`config.mk`:
```
export PLATFORM = sky130hd
export DESIGN_NAME = fpa_front
export DESIGN_NICKNAME = d
export VERILOG_FILES = /design/src/sv/fpa_pkg.sv /design/src/sv/fpa_front.sv
export SDC_FILE = /design/constraint.sdc
export NUM_CORES = 1
export LEC_CHECK = 0
export BUFFER_PORTS_ARGS = -buffer_cell sky130_fd_sc_hd__buf_2
export CORE_UTILIZATION = 54
export DETAILED_ROUTE_END_ITERATION = 6
export GPL_ROUTABILITY_DRIVEN = 0
export GPL_TIMING_DRIVEN = 0
export PLACE_DENSITY = 0.95
export SLEW_MARGIN = 20
export SYNTH_ARGS = -nofsm -noshare
export SYNTH_HDL_FRONTEND = slang
export SYNTH_SLANG_ARGS = --single-unit
export TNS_END_PERCENT = 5
```
`constraint.sdc`:
```
create_clock -name clock -period 12.3 [get_ports clock]
set_input_delay 3.075 -clock clock [delete_from_list [all_inputs] [get_ports clock]]
set_output_delay 3.075 -clock clock [all_outputs]
set_load 0.02 [all_outputs]
```
`src/sv/fpa_pkg.sv`:
```
package fpa_pkg;

   typedef enum logic [3:0] {
      OP_ADD = 4'd0,
      OP_SUB = 4'd1,
      OP_MUL = 4'd2,
      OP_DIV = 4'd3,
      OP_CMP = 4'd4,
      OP_MIN = 4'd5,
      OP_MAX = 4'd6,
      OP_INC = 4'd7,
      OP_DEC = 4'd8
   } opcode_type;

   localparam int RAW_W = 32;

   typedef struct packed {
      logic [3:0]        opcode;
      logic signed [31:0] operand_a;
      logic signed [31:0] operand_b;
   } req_type;

   typedef struct packed {
      logic signed [31:0] result_raw;
      logic               less_than;
      logic               equal_to;
      logic               greater_than;
      logic               overflowed;
      logic               divided_by_zero;
   } rsp_type;

   // classified request handed from front to back
   typedef struct packed {
      logic [3:0]  opcode;
      logic [31:0] raw_a;
      logic [31:0] raw_b;
      logic [31:0] mag_a;
      logic [31:0] mag_b;
      logic        neg;
      logic        lt;
      logic        eq;
      logic        gt;
   } cls_type;

endpackage

```
`src/sv/fpa_front.sv`:
```
module fpa_front import fpa_pkg::*; (
   input  logic    clock,
   input  logic    reset,
   input  logic    in_valid,
   output logic    in_ready,
   input  req_type in_data,
   output logic    out_valid,
   input  logic    out_ready,
   output cls_type out_data
);
   logic    valid_ff, valid_in;
   cls_type data_ff, data_in;
   logic    a_neg, b_neg;

   assign a_neg = in_data.operand_a[31];
   assign b_neg = in_data.operand_b[31];
   assign in_ready = !valid_ff || out_ready;

   always_comb begin
      data_in.opcode = in_data.opcode;
      data_in.raw_a  = in_data.operand_a;
      data_in.raw_b  = in_data.operand_b;
      data_in.mag_a  = a_neg ? (~in_data.operand_a + 32'd1) : in_data.operand_a;
      data_in.mag_b  = b_neg ? (~in_data.operand_b + 32'd1) : in_data.operand_b;
      data_in.neg    = a_neg ^ b_neg;
      data_in.lt     = in_data.operand_a < in_data.operand_b;
      data_in.eq     = in_data.operand_a == in_data.operand_b;
      data_in.gt     = in_data.operand_a > in_data.operand_b;
      valid_in       = in_ready ? in_valid : valid_ff;
   end

   always_ff @(posedge clock) begin
      if (reset) begin
         valid_ff <= 1'b0;
      end else begin
         valid_ff <= valid_in;
      end
      if (in_ready && in_valid) begin
         data_ff <= data_in;
      end
   end

   assign out_valid = valid_ff;
   assign out_data  = data_ff;
endmodule

```
Word level (Yosys, flattened, before mapping)
Index checks and enable logic that the tools add are counted.
{ "word_totals": {"register_bits": 137, "out_inout_bits": 138} }
{ "op_classes": {"addsub": 2, "n_lt_le_gt_ge": 2, "eq_ne": 1, "muxes": 2, "bitwise_logic": 3, "n_reduce_logical": 3} }
{ "ops": {"columns": ["cell", "count"], "rows": [
  ["$add A32 B1 Y32 const B", 2],
  ["$not A32 Y32", 2],
  ["$mux W31", 2],
  ["$eq A32 B32 Y1", 1],
  ["$gt A32 B32 Y1", 1],
  ["$lt A32 B32 Y1", 1],
  ["$logic_and A1 B1 Y1", 1],
  ["$logic_not A1 Y1", 1],
  ["$logic_or A1 B1 Y1", 1],
  ["$xor A1 B1 Y1", 1]
]} }

Logic depth before layout (Yosys ltp)
{ "depth": {"word_depth": 3, "ltp_mapped": 9} }

Worst setup path after synthesis
Ideal clock, no wire load.
{ "synth_path": {"path_type": "in2reg", "start": "input out_ready", "end": "register data_ff (netlist bit out_data[0]), enable pin", "arrival_time_ns": 6.451, "required_time_ns": 11.791, "setup_slack_ns": 5.340, "path_stages": 2, "n_path_buf": 0, "path_cell_list": "nand2b_1 > and2_1"} }
{ "synth_via": {"elab_chain_len": 2} }
{ "synth_rtl": {"columns": ["element", "line_no", "text"], "rows": [
  ["start: declaration", "fpa_front.sv:8", "input logic out_ready,"],
  ["$logic_or A1 B1 Y1", "fpa_front.sv:17", "assign in_ready = !valid_ff || out_ready;"],
  ["$logic_and A1 B1 Y1", "fpa_front.sv:38", "if (in_ready && in_valid) begin"],
  ["end signal: assignment", "fpa_front.sv:39", "data_ff <= data_in;"],
  ["end: declaration", "fpa_front.sv:12", "cls_type data_ff, data_in;"]
]} }
Every way passes these cells.
A chain may end at the register's enable or synchronous reset.

Worst setup path after layout
{ "layout_path": {"start": "input out_ready", "end": "output in_ready"} }
{ "layout_via": {"elab_chain_len": 1} }
{ "layout_rtl": {"columns": ["element", "line_no", "text"], "rows": [
  ["$logic_or A1 B1 Y1", "fpa_front.sv:17", null],
  ["end: declaration", "fpa_front.sv:5", "output logic in_ready,"]
]} }
Every way passes these cells.

==> reports/summary.txt <==
unique cell type count in the Yosys netlist -> 42
first-pass GRT wire length -> 22.7 mm
crit-path most repeated cell -> buf_2
Seq cells post-synth -> 135
min Tclk post-route -> 6.56 ns
hold crit path type -> register to register
hold buffer count at cts -> 0
Crit Path Category -> input port to output port
effective utilization at floorplan -> 56.2%
Max rail drop VDD -> 147 uV
layout overhead on the synthesized area -> 31.2%
Ys Warns -> 0
met3 WL -> 1.38 mm
root buf cell -> clkbuf_16
antenna cells -> 0
FF-to-FF path depth -> 3
Commonest cells post-synth -> edfxtp_1 (134), xnor2_1 (58), inv_1 (39)
CTS resizes -> 0
Num CTS Buffers -> 17
unrepaired setup endpoints after global routing -> false
# setup viols final -> 0
Finished Core Util -> 73.7%
P_leak -> 3.38 nW
Main synth FF type -> edfxtp_1
setup TNS -> 0 ns
Die Footprint -> 11900 um^2
CTS H-tree lvls -> 4
vias in the first global route -> 4454
placed cell areas -> 7440 um^2
fraction of layout cells with a size suffix above 1 -> 37.1%
multi-input logic area -> 1950 um^2
biggest area consumer among synthesized cells -> edfxtp_1
via count -> 4618
asr flop ratio synth -> 0%
EDFF count, synth -> 134
post-synth top area share -> 65.2%
Reg clk slew, reported paths -> 0.06 ns
I/O Buffers -> 209
synth top area cells -> edfxtp_1 (65%), xnor2_1 (8.2%), ha_1 (6.9%), inv_1 (2.4%), o21ai_0 (1.9%)
Mapped Area -> 6170 um^2
CP startpoint kind -> input port
Setup Skew -> 0.00702 ns
Vias/cell -> 5.63
final-stage net count -> 775
M1 wire length -> 5.81 mm
area of the core -> 11000 um^2
height of the die -> 109 um
worst skew pair latency -> 0.42 ns
Detail Placement HPWL -> 11.3 mm
post-CTS setup buffers -> 0
initial antenna violation count -> 0
Ports -> 210
Hold Crit Depth -> 2
Worst slew margin -> 54.8%
synthesized area per cell -> 14.1 um^2
Critical-path top delay cell -> buf_2
Max Slew Vio Count -> 0
DR WL/cell -> 18.8 um
drt pass-1 iters -> 6
max cap viols -> 0
DRC -> 0
CTS tree -> yes
Max Fclk -> 0.152 GHz
worst-path cell chain -> buf_2 > nand2b_1 > buf_2
syn_nets -> 545
total routed wirelength -> 15.4 mm
status -> complete, no violations
Tcrit/Tclk final -> 53.4%
Iter 0 DRT Violations -> 255
post-detailed-route count of antenna-violating nets -> 0
most common cell in the synthesized netlist -> edfxtp_1
final hold vios -> 0
pin count of the biggest net entering global routing -> 55
Top Layer Used -> met4
maximum clock insertion buffer count -> 2
slowest stage delay, CP -> 0.17 ns
Crit Path Max Fanout -> 3
nature of the critical path endpoint -> output port
CP required -> 9.22 ns
register area -> 4040 um^2
clock sinks -> 135
num rows -> 38
worst path arrival time -> 3.49 ns
design area -> 8100 um^2
Syn Inst Count -> 439
PwrDens -> 160 nW/um^2
Worst-Margin Slew -> 0.671 ns
filler instances -> 698
metal2 WL -> 7.81 mm
gr ovfl total -> 0
die width -> 109 um
sequential area share after synthesis -> 65.5%
Total GRT Usage -> 26.7%
==> sequential cells by signal, indices dropped and copies added (netlist names) <==
name	count
out_data	134
out_valid	1
==> power by group <==
group	total, mW	internal [mW]	switching (mW)
logic	0.174	0.0596	0.115
registers	0.555	0.547	0.00821
clock network	0.562	0.377	0.185
total	1.29	0.984	0.308
==> worst paths after layout <==
kind	startpoint	end	slack [ns]
setup / recovery	out_ready	in_ready	5.74
hold / removal	out_valid	out_valid	0.53
setup reg to reg	out_valid	out_data[51]	10.72
hold reg to reg	out_valid	out_valid	0.53
==> cell type report <==
| cell class | count | share of cell area [%] |
|---|---|---|
| Tap cell | 140 | 2.16 |
| Buffer | 8 | 0.464 |
| Sequential cell | 135 | 49.9 |
| Clock inverter | 13 | 2.83 |
| Inverter | 39 | 1.81 |
| Clock buffer | 17 | 5.25 |
| Timing Repair Buffer | 211 | 13.5 |
| Multi-Input combinational cell | 257 | 24.0 |
==> cell usage in the layout, fill, tap and decap left out, types with 2 or more instances in the layout <==
cell,Yosys,final
a21o_1,4,4
a21oi_1,12,12
a221oi_1,3,3
a31oi_1,2,2
buf_2,0,209
buf_4,2,2
bufinv_16,0,6
clkbuf_1,5,5
clkbuf_16,0,17
clkinvlp_4,0,3
edfxtp_1,134,134
ha_1,34,34
inv_1,39,39
nand2_1,32,32
nand2b_1,5,5
nand3_1,4,4
nand3b_1,3,3
nand4_1,6,6
nor2_1,7,7
nor3_1,8,8
nor4_1,3,3
o21ai_0,24,24
o21ai_1,2,2
o31ai_1,16,16
o41ai_1,6,6
or3_1,6,6
or4_1,5,5
xnor2_1,58,58
==> worst max-delay path: cells and delay by family <==
| kind | cells | cell delay (ns) |
|---|---|---|
| and+or+nand+nor | 1 | 0.15 |
| buffers and inverters | 2 | 0.26 |
==> routing by layer <==
layer	vias to the layer above	global-route usage, %
li1	2111	-
met1	2187	30.2
met2	283	46.3
met3	37	8.55
met4	0	11.4
met5	-	0
==> through the flow <==
| step | hold WS, ns | power (mW) | cells | worst slack [ns] |
|---|---|---|---|---|
| detailed placement | 0.530 | 0.737 | 790 | 5.74 |
| finish | 0.526 | 1.29 | 820 | 5.74 |
| CTS | 0.535 | 1.30 | 820 | 5.74 |
| global route | 0.572 | 1.33 | 820 | 5.70 |
| global placement | 0.493 | 0.730 | 788 | 4.57 |
| floorplan | 0.729 | 0.666 | 439 | 5.34 |
==> kinds of logic after synthesis <==
| kind of cell | Yosys count | synth area share [%] |
|---|---|---|
| AO/OA/AOI/OAI | 72 | 7.64 |
| XOR/XNOR | 58 | 8.23 |
| adder cells (fa/ha/maj) | 34 | 6.89 |
| buffers and inverters | 47 | 2.98 |
| flip-flops | 135 | 65.5 |
| AND/OR/NAND/NOR | 93 | 8.72 |
Note: power is estimated with default switching activity, not from simulation.
