<file path="src/sv/fpa_pkg.sv">
package fpa_pkg;

   typedef enum logic [3:0] {
      OP_ADD = 4'd0,
      OP_SUB = 4'd1,
      OP_MUL = 4'd2,
      OP_DIV = 4'd3,
      OP_CMP = 4'd4,
      OP_MIN = 4'd5,
      OP_MAX = 4'd6,
      OP_INC = 4'd7,
      OP_DEC = 4'd8
   } opcode_type;

   localparam int RAW_W = 32;

   typedef struct packed {
      logic [3:0]        opcode;
      logic signed [31:0] operand_a;
      logic signed [31:0] operand_b;
   } req_type;

   typedef struct packed {
      logic signed [31:0] result_raw;
      logic               less_than;
      logic               equal_to;
      logic               greater_than;
      logic               overflowed;
      logic               divided_by_zero;
   } rsp_type;

   // classified request handed from front to back
   typedef struct packed {
      logic [3:0]  opcode;
      logic [31:0] raw_a;
      logic [31:0] raw_b;
      logic [31:0] mag_a;
      logic [31:0] mag_b;
      logic        neg;
      logic        lt;
      logic        eq;
      logic        gt;
   } cls_type;

endpackage

</file>
<file path="src/sv/fpa_fifo.sv">
module fpa_fifo import fpa_pkg::*; #(
   parameter int DEPTH = 4
) (
   input  logic    clock,
   input  logic    reset,
   input  logic    in_valid,
   output logic    in_ready,
   input  cls_type in_data,
   output logic    out_valid,
   input  logic    out_ready,
   output cls_type out_data
);
   localparam int AW = (DEPTH > 1) ? $clog2(DEPTH) : 1;

   cls_type        mem [DEPTH];
   logic [AW-1:0]  wr_ff, wr_in, rd_ff, rd_in;
   logic [AW:0]    cnt_ff, cnt_in;
   logic           push, pop;

   assign in_ready  = cnt_ff != (AW+1)'(DEPTH);
   assign out_valid = cnt_ff != '0;
   assign out_data  = mem[rd_ff];
   assign push = in_valid && in_ready;
   assign pop  = out_valid && out_ready;

   always_comb begin
      wr_in  = wr_ff;
      rd_in  = rd_ff;
      if (push) begin
         wr_in = (wr_ff == AW'(DEPTH - 1)) ? '0 : wr_ff + AW'(1);
      end
      if (pop) begin
         rd_in = (rd_ff == AW'(DEPTH - 1)) ? '0 : rd_ff + AW'(1);
      end
      cnt_in = cnt_ff + (AW+1)'(push) - (AW+1)'(pop);
   end

   always_ff @(posedge clock) begin
      if (reset) begin
         wr_ff  <= '0;
         rd_ff  <= '0;
         cnt_ff <= '0;
      end else begin
         wr_ff  <= wr_in;
         rd_ff  <= rd_in;
         cnt_ff <= cnt_in;
      end
      if (push) begin
         mem[wr_ff] <= in_data;
      end
   end
endmodule

</file>
<file path="config.mk">
export PLATFORM = sky130hd
export DESIGN_NAME = fpa_fifo
export DESIGN_NICKNAME = d
export VERILOG_FILES = /design/src/sv/fpa_pkg.sv /design/src/sv/fpa_fifo.sv
export SDC_FILE = /design/constraint.sdc
export NUM_CORES = 1
export LEC_CHECK = 0
export ABC_AREA = 1
export BUFFER_PORTS_ARGS = -buffer_cell sky130_fd_sc_hd__buf_4
export CAP_MARGIN = 15
export CORE_ASPECT_RATIO = 0.5
export CORE_MARGIN = 2
export CORE_UTILIZATION = 55
export DETAILED_ROUTE_END_ITERATION = 7
export PLACE_DENSITY = 0.74
export SETUP_SLACK_MARGIN = 0.3
export SLEW_MARGIN = 10
export SYNTH_ARGS = -nofsm -noshare
export SYNTH_HDL_FRONTEND = slang
export SYNTH_SLANG_ARGS = --single-unit
</file>
<file path="constraint.sdc">
create_clock -name clock -period 14.01 [get_ports clock]
set_clock_uncertainty 0.05 [all_clocks]
set_input_delay 2.1015 -clock clock [delete_from_list [all_inputs] [get_ports clock]]
set_output_delay 2.1015 -clock clock [all_outputs]
set_load 0.03 [all_outputs]
</file>
[Word level (Yosys, flattened, before mapping)]
Memories as Yosys holds them, arrays and structs flattened. A register that Yosys moved wholly into a read port is not among the register bits.
Index checks and enable logic that the tools add are counted.
Word-level totals
  register bits after elaboration: 7
  memories kept: 1
  memory bits (writable): 544
  logic and storage cells: 20
Memory list
  mem: depth 4, bits a word 136, read ports 1, clocked after Yosys merged registers in 1, write ports 1, line fpa_fifo.sv:15  | cls_type mem [DEPTH];
Cells by class
  muxes and demuxes: 6
  $add $sub $neg: 4
  equality and inequality tests: 3
  reductions and logical operators: 3
Operators with widths (count)
  $mux W2: 4
  $add A2 B1 Y2 const B: 2
  $eq A2 B2 Y1 const B: 2
  $add A3 B1 Y3: 1
  $ne A3 B3 Y1 const B: 1
  $reduce_bool A3 Y1: 1
  $sub A3 B1 Y3: 1
  $logic_and A1 B1 Y1: 2
  $mux W1: 2

[Logic depth before layout (Yosys ltp)]
Gate-level depths: netlist of run 1.
  depth after elaboration: 4
  gate-level depth with buffers: 12

[Least setup slack after synthesis of run 1]
OpenSTA, ideal clock, no wires.
  path kind: input to register
  start: input in_valid
  end: memory mem[0][0] (netlist bit), enable pin
  setup time: 634 ps
  stages on the path: 2
  slack: 5406 ps
  data arrival time: 7920 ps
  cells stage by stage: nand2_1 -> nor2_1
Between the ends
  longest elaborated chain between the ends: 3
RTL lines
  start, declared: line fpa_fifo.sv:6  | input logic in_valid,
  $logic_and A1 B1 Y1: line fpa_fifo.sv:23  | assign push = in_valid && in_ready;
  $mux W1: line fpa_fifo.sv:48  | if (push) begin
  $mux W1 (not written as such): line fpa_fifo.sv:49  | mem[wr_ff] <= in_data;
  end, declared: line fpa_fifo.sv:15
Every way passes these cells.

==> metrics.md, run 1 <==
| Metric | Value |
|---|---|
| Status | finished clean |
| Worst reg2reg path endpoint | mem[0][69] |
| Count of input and output buffers | 277 |
| Placer Congestion | 0.776 |
| Netlist cell types | 21 |
| Yosys warns | 0 |
| Slowest-stage cell, CP | dfxtp_4 |
| Worst hold path class | reg2reg |
| Static leakage | 8.44 nW |
| CTS root buffer | clkbuf_16 |
| Most frequent CP cell | buf_4 |
| Worst-Margin Slew | 1140 ps |
| WP depth | 5 |
| Hold Fails Final Rpt | 0 |
| Most common cell after layout, fill and taps aside | edfxtp_1 |
| WL/cell | 21.3 um |
| Core Util, Final | 67.1% |
| DRT iter0 DRCs | 885 |
| Crit-path leading delay family | buffers and inverters |
| 1st-pass router iterations | 5 |
| Die X | 277 um |
| Peak supply drop | 0.000102 V |
| R2R Setup Slk | 10050 ps |
| Critical Path Sink | out_data[100] |
| Final WS setup | 8230 ps |
| Ratio of final minimum period to clock period | 41.2% |
| Maximum Capacitance Violations | 0 |
| Arr. time, crit path | 3630 ps |
| Cell Area, Synth | 20500 um2 |
| Filler cells | 2472 |
| # IOs | 278 |
| Max-slew violation count | 0 |
| Grt total ovfl | 0 |
| Fmax | 0.173 GHz |
| Dpl cell area | 22900 um2 |
| CTS max path bufs | 3 |
| CP endpoint kind | primary output |
| H-tree levels | 2 |
| Post-CTS setup buffers | 0 |
| Critical Path Fanout Max | 104 |
| Commonest cells after routing, fill and taps aside | 544 x edfxtp_1, 291 x buf_4, 285 x nor2_1 |
| Via density | 5.76 |
| Std cell rows | 49 |
| Mapped Cells | 1378 |
| Layout cell share with drive strength beyond 1 | 21.7% |
| Die Area | 38900 um2 |
| Total track usage | 23.1% |
| Critical path buffers and inverters | 3 |
| Detailed placement HPWL | 25.7 mm |
| Setup CP Type | reg2out |
| Worst rel slew slack | 23.7% |
| Avg Inst Size Synth | 14.9 um2 |
| Final ANT Viol Nets | 0 |
| Worst hold stages | 2 |
| Hold buffers post-CTS | 0 |
| Nets | 1776 |
| Sequence of cells on the critical path | clkinv_2 -> buf_4 -> o21ai_0 -> o22ai_1 -> buf_4 |
| Die Y | 141 um |
| Worst r2r src | cnt_ff[1] |
| First-pass GRT wire length | 69.1 mm |
| Flops & latches, synth | 553 |
| Fin Setup TNS | 0 ps |
| Clock power share | 24.2% |
| Final worst path period need | 5780 ps |
| Final setup fails | 0 |
| Routed WL | 45.8 mm |
| CTS tree | built |
| Sequential area share after synthesis | 80.5% |
| Reg2Reg Depth | 6 |
| Power after layout | 5.16 mW |
| Num Clock Sinks | 553 |
| Internal | 3.27 mW |
| Initial core utilization | 56.5% |
| Combinational Power Share | 34.4% |
| Critical path launch point type | register |
| PwrDens | 212 nW/um2 |
| Total CTS buffers | 46 |
| Synth Net Count | 1526 |
| Core ar. | 36300 um2 |
| Post_cts resized | 0 |
| Dpl ws | 8460 ps |
| Number of global-route vias before repair | 12435 |
| Via count | 12368 |
| Switching share of power | 36.6% |
| Final Instance Area | 24300 um2 |
| Clock Pin Slew Worst Setup and Hold Paths | 70 ps |
| Pin count of the biggest net entering global routing | 109 |
| Sw power | 1.89 mW |
| RSZ-0062 raised after global routing | no |
| Worst EP required | 11860 ps |
| Critical Path Max Stage Delay | 1010 ps |
| DRC viols | 0 |
| Area Growth Syn to Fin | 18.7% |
| Sequential Power Share | 41.3% |
| Clk_lat worst skew | 550 ps |
| Initial antenna violation count | 4 |
-- flip-flops by register name (all words and copies together), names as in the netlist, named ones only --
signal	flops
mem	544
cnt_ff	3
rd_ff	2
wr_ff	2
-- metrics by stage --
stage | cells | hold slack, ps
floorplan | 1378 | 429
global placement | 2064 | 437
detailed placement | 2064 | 454
CTS | 2144 | 462
global route | 2148 | 497
finish | 2148 | 465
-- how the worst min path moves through the flow --
stage,end,slack (ps),startpoint
2_1_floorplan,register,430,rd_ff[1]
3_5_place_dp,register,450,rd_ff[0]
4_1_cts,register,460,rd_ff[1]
6_report,register,470,rd_ff[0]
3_3_place_gp,register,440,rd_ff[1]
5_1_grt,register,500,rd_ff[0]
-- final cells by class --
type	instances	area, um2	area share, %
flip-flops and latches	553	16500	67.9
inverters	14	58.8	0.242
diodes	4	10.0	0.0411
well taps	484	606	2.49
multi-input cells	722	3520	14.5
clock inverters	22	179	0.735
repair buffers	291	2180	8.98
clock buffers	58	1260	5.18
-- power groups by stage --
| stage | Sequential [mW] | Combinational (mW) | Clock [mW] |
|---|---|---|---|
| after floorplan | 2.13 | 1.16 | 0 |
| after global placement | 2.15 | 1.74 | 0 |
| after global routing | 2.15 | 1.88 | 1.33 |
| final | 2.13 | 1.78 | 1.25 |
| after detailed placement | 2.17 | 1.78 | 0 |
| after CTS | 2.13 | 1.79 | 1.26 |
-- worst min-delay path: stages (launching register included) --
cell and delay, ps:
dfxtp_1 320, nor2_1 100, nor2_1 60
-- cell usage after synthesis --
master / instances / share of area, %
edfxtp_1: 544 / 80
nor2_1: 289 / 5.3
o21ai_0: 265 / 6.5
o22ai_1: 136 / 4.1
clkbuf_1: 58 / 1.1
buf_2: 18 / 0.44
inv_1: 12 / 0.22
buf_6: 11 / 0.60
nand2_1: 10 / 0.18
dfxtp_1: 9 / 0.88
ha_1: 7 / 0.43
o21ai_1: 7 / 0.17
buf_4: 2 / 0.073
inv_2: 2 / 0.037
nand3b_1: 2 / 0.073
a21boi_0: 1 / 0.037
a21oi_1: 1 / 0.024
fa_1: 1 / 0.098
nand3_1: 1 / 0.024
or2_2: 1 / 0.031
xnor2_1: 1 / 0.043
-- kinds of logic after synthesis --
kind of cell	share of synthesized area (%)
flops	80.5
compound gates	10.8
simple gates	5.60
buf+inv	2.43
fa+ha+maj	0.525
xor+xnor	0.0427
-- layer usage --
layer  track usage (%)  up-vias  share of wire (%)
li1                  -     5691                  -
met1              27.6     6241                 38
met2              42.8      365                 55
met3              3.55       71                4.5
met4              8.07        0                2.5
met5                 0        -                  0
Power figures use the tool's default switching activity.
==> run 2: changes to the inputs <==
Clock period 14.01 ns to 5.64 ns, I/O delays scaled along.
==> run 2 against run 1 <==
  * Non-clock buffer count is 1 lower
  * Global-route usage is 0.28 points lower
  * Critical endpoint is now out_data[44]
  * Die area unchanged
  * Register-to-register slack worse by 7500 ps
==> metrics.md, run 2 (synthesis gave the netlist of run 1 again) <==
| Metric | Value |
|---|---|
| Reg2Reg Depth | 5 (-1) |
| Static leakage | 8.42 nW (-0.27%) |
| Power after layout | 12.7 mW (+150%) |
| Detailed placement HPWL | 24.8 mm (-3.3%) |
| Total CTS buffers | 46 (unchanged) |
| Worst rel slew slack | 24.4% (+0.67 points) |
| WL/cell | 21.0 um (-1.3%) |
| Critical path launch point type | register |
| Filler cells | 2465 (-0.28%) |
| CP endpoint kind | primary output |
| Clk_lat worst skew | 550 ps (about the same) |
| Critical Path Sink | out_data[44] |
| Worst EP required | 4740 ps (-7120 ps) |
| H-tree levels | 2 (unchanged) |
| Worst r2r src | cnt_ff[1] |
| CTS tree | built |
| Critical Path Fanout Max | 78 (-25%) |
| Hold buffers post-CTS | 0 (unchanged) |
| Maximum Capacitance Violations | 0 (unchanged) |
| Core Util, Final | 67.1% (about the same) |
| Number of global-route vias before repair | 12651 (+1.7%) |
| R2R Setup Slk | 2580 ps (-7470 ps) |
| Initial antenna violation count | 2 (-2) |
| # IOs | 278 (unchanged) |
| Total track usage | 22.8% (-0.28 points) |
| RSZ-0062 raised after global routing | no |
| Register with the most flip-flops | mem |
| Worst-Margin Slew | 1130 ps (-12.8 ps) |
| Area Growth Syn to Fin | 18.8% (about the same) |
| Nets | 1775 (-0.056%) |
| CTS root buffer | clkbuf_16 |
| Via count | 12324 (-0.36%) |
| Num Clock Sinks | 553 (unchanged) |
| Layout cell share with drive strength beyond 1 | 21.3% (-0.36 points) |
| Std cell rows | 49 (unchanged) |
| Largest register FFs | 544 (unchanged) |
| Pin count of the biggest net entering global routing | 223 (+100%) |
| Arr. time, crit path | 3360 ps (-270 ps) |
| Worst reg2reg path endpoint | mem[1][132] |
| Regs by FF count | mem (544), cnt_ff (3) |
| Die Y | 141 um (unchanged) |
| Most common cell after layout, fill and taps aside | edfxtp_1 |
| 1st-pass router iterations | 5 (unchanged) |
| Via density | 5.74 (-0.26%) |
| Hold Fails Final Rpt | 0 (unchanged) |
| Clock Pin Slew Worst Setup and Hold Paths | 70 ps (about the same) |
| Die Area | 38900 um2 (unchanged) |
| Die X | 277 um (unchanged) |
| Post-CTS setup buffers | 0 (unchanged) |
| Worst hold path class | in2reg |
| Final Instance Area | 24400 um2 (about the same) |
| Count of input and output buffers | 277 (unchanged) |
| Routed WL | 45.2 mm (-1.4%) |
| Setup CP Type | reg2out |
| Max-slew violation count | 0 (unchanged) |
| Core ar. | 36300 um2 (unchanged) |
| Final worst path period need | 4250 ps |
| Post_cts resized | 0 (unchanged) |
| DRC viols | 0 (unchanged) |
| Placer Congestion | 0.757 (-2.5%) |
| First-pass GRT wire length | 69.0 mm (-0.14%) |
| Fmax | 0.235 GHz |
| Final setup fails | 0 (unchanged) |
| Commonest cells after routing, fill and taps aside | 544 x edfxtp_1, 285 x nor2_1, 283 x buf_4 |
| PwrDens | 522 nW/um2 (+150%) |
| Dpl cell area | 23000 um2 (+0.26%) |
| Initial core utilization | 56.5% (unchanged) |
| CTS max path bufs | 3 (unchanged) |
| Peak supply drop | 0.000401 V (+290%) |
| Status | finished clean |
| Final ANT Viol Nets | 0 (unchanged) |
| DRT iter0 DRCs | 1123 (+27%) |
| Ratio of final minimum period to clock period | 75.4% |
| Grt total ovfl | 0 (unchanged) |
run 2: cell count changes in the layout (fill, tap and decap cells not counted), sizes merged:
cell / before / now
inv: 13 / 14
clkbuf: 58 / 66
diode: 4 / 2
bufinv: 3 / 2
buf: 291 / 290
clkinv: 20 / 11
clkinvlp: 0 / 2
run 2: layer usage:
layer / GRT usage, % / share of wire, % / up-vias
met4: 8.38 / 3.1 / 0
li1: - / - / 5693
met5: 0 / 0 / -
met2: 41.5 / 54 / 310
met3: 3.30 / 4.0 / 93
met1: 28.0 / 39 / 6228
run 2: layout make-up:
type                       count  area [um2]  area share (%)
clock buffer                  66        1250            5.12
tap                          484         606            2.49
timing repair buffer         290        2270            9.33
inverter                      14        58.8           0.241
clock inverter                15         125           0.514
antenna                        2        5.00          0.0205
multi-input combinational    722        3520            14.5
sequential                   553       16500            67.8
run 2: power breakdown:
part / total, mW / internal, mW / switching (mW) / leakage [nW]
Combinational: 4.50 / 1.38 / 3.11 / 2.70
Sequential: 5.22 / 5.04 / 0.178 / 5.06
Clock: 3.00 / 1.63 / 1.37 / 0.657
Total: 12.7 / 8.05 / 4.66 / 8.42
run 2: worst max-delay path, cell delays in order (launching register included):
cell	delay [ps]
dfxtp_4	710
clkinv_2	810
buf_4	680
o21ai_0	250
o22ai_1	140
buf_4	190
run 2: through the flow:
stage / setup WS [ps] / setup TNS, ps / cells / hold slack (ps)
finish: 1390 / 0 / 2146 / 427
detailed placement: 1920 / 0 / 2062 / 453
CTS: 1330 / 0 / 2143 / 401
global placement: 1940 / 0 / 2062 / 438
floorplan: -1710 / -929320 / 1378 / 429
global route: 1130 / 0 / 2146 / 407
run 2: worst min-delay path by stage:
stage | endpoint | slack [ps] | cells after the start | from
6_report | cnt_ff[1] | 430 | 2 | reset
5_1_grt | cnt_ff[1] | 410 | 2 | reset
4_1_cts | cnt_ff[1] | 400 | 2 | reset
3_5_place_dp | register | 450 | 2 | rd_ff[1]
3_3_place_gp | register | 440 | 2 | rd_ff[1]
2_1_floorplan | register | 430 | 2 | rd_ff[1]
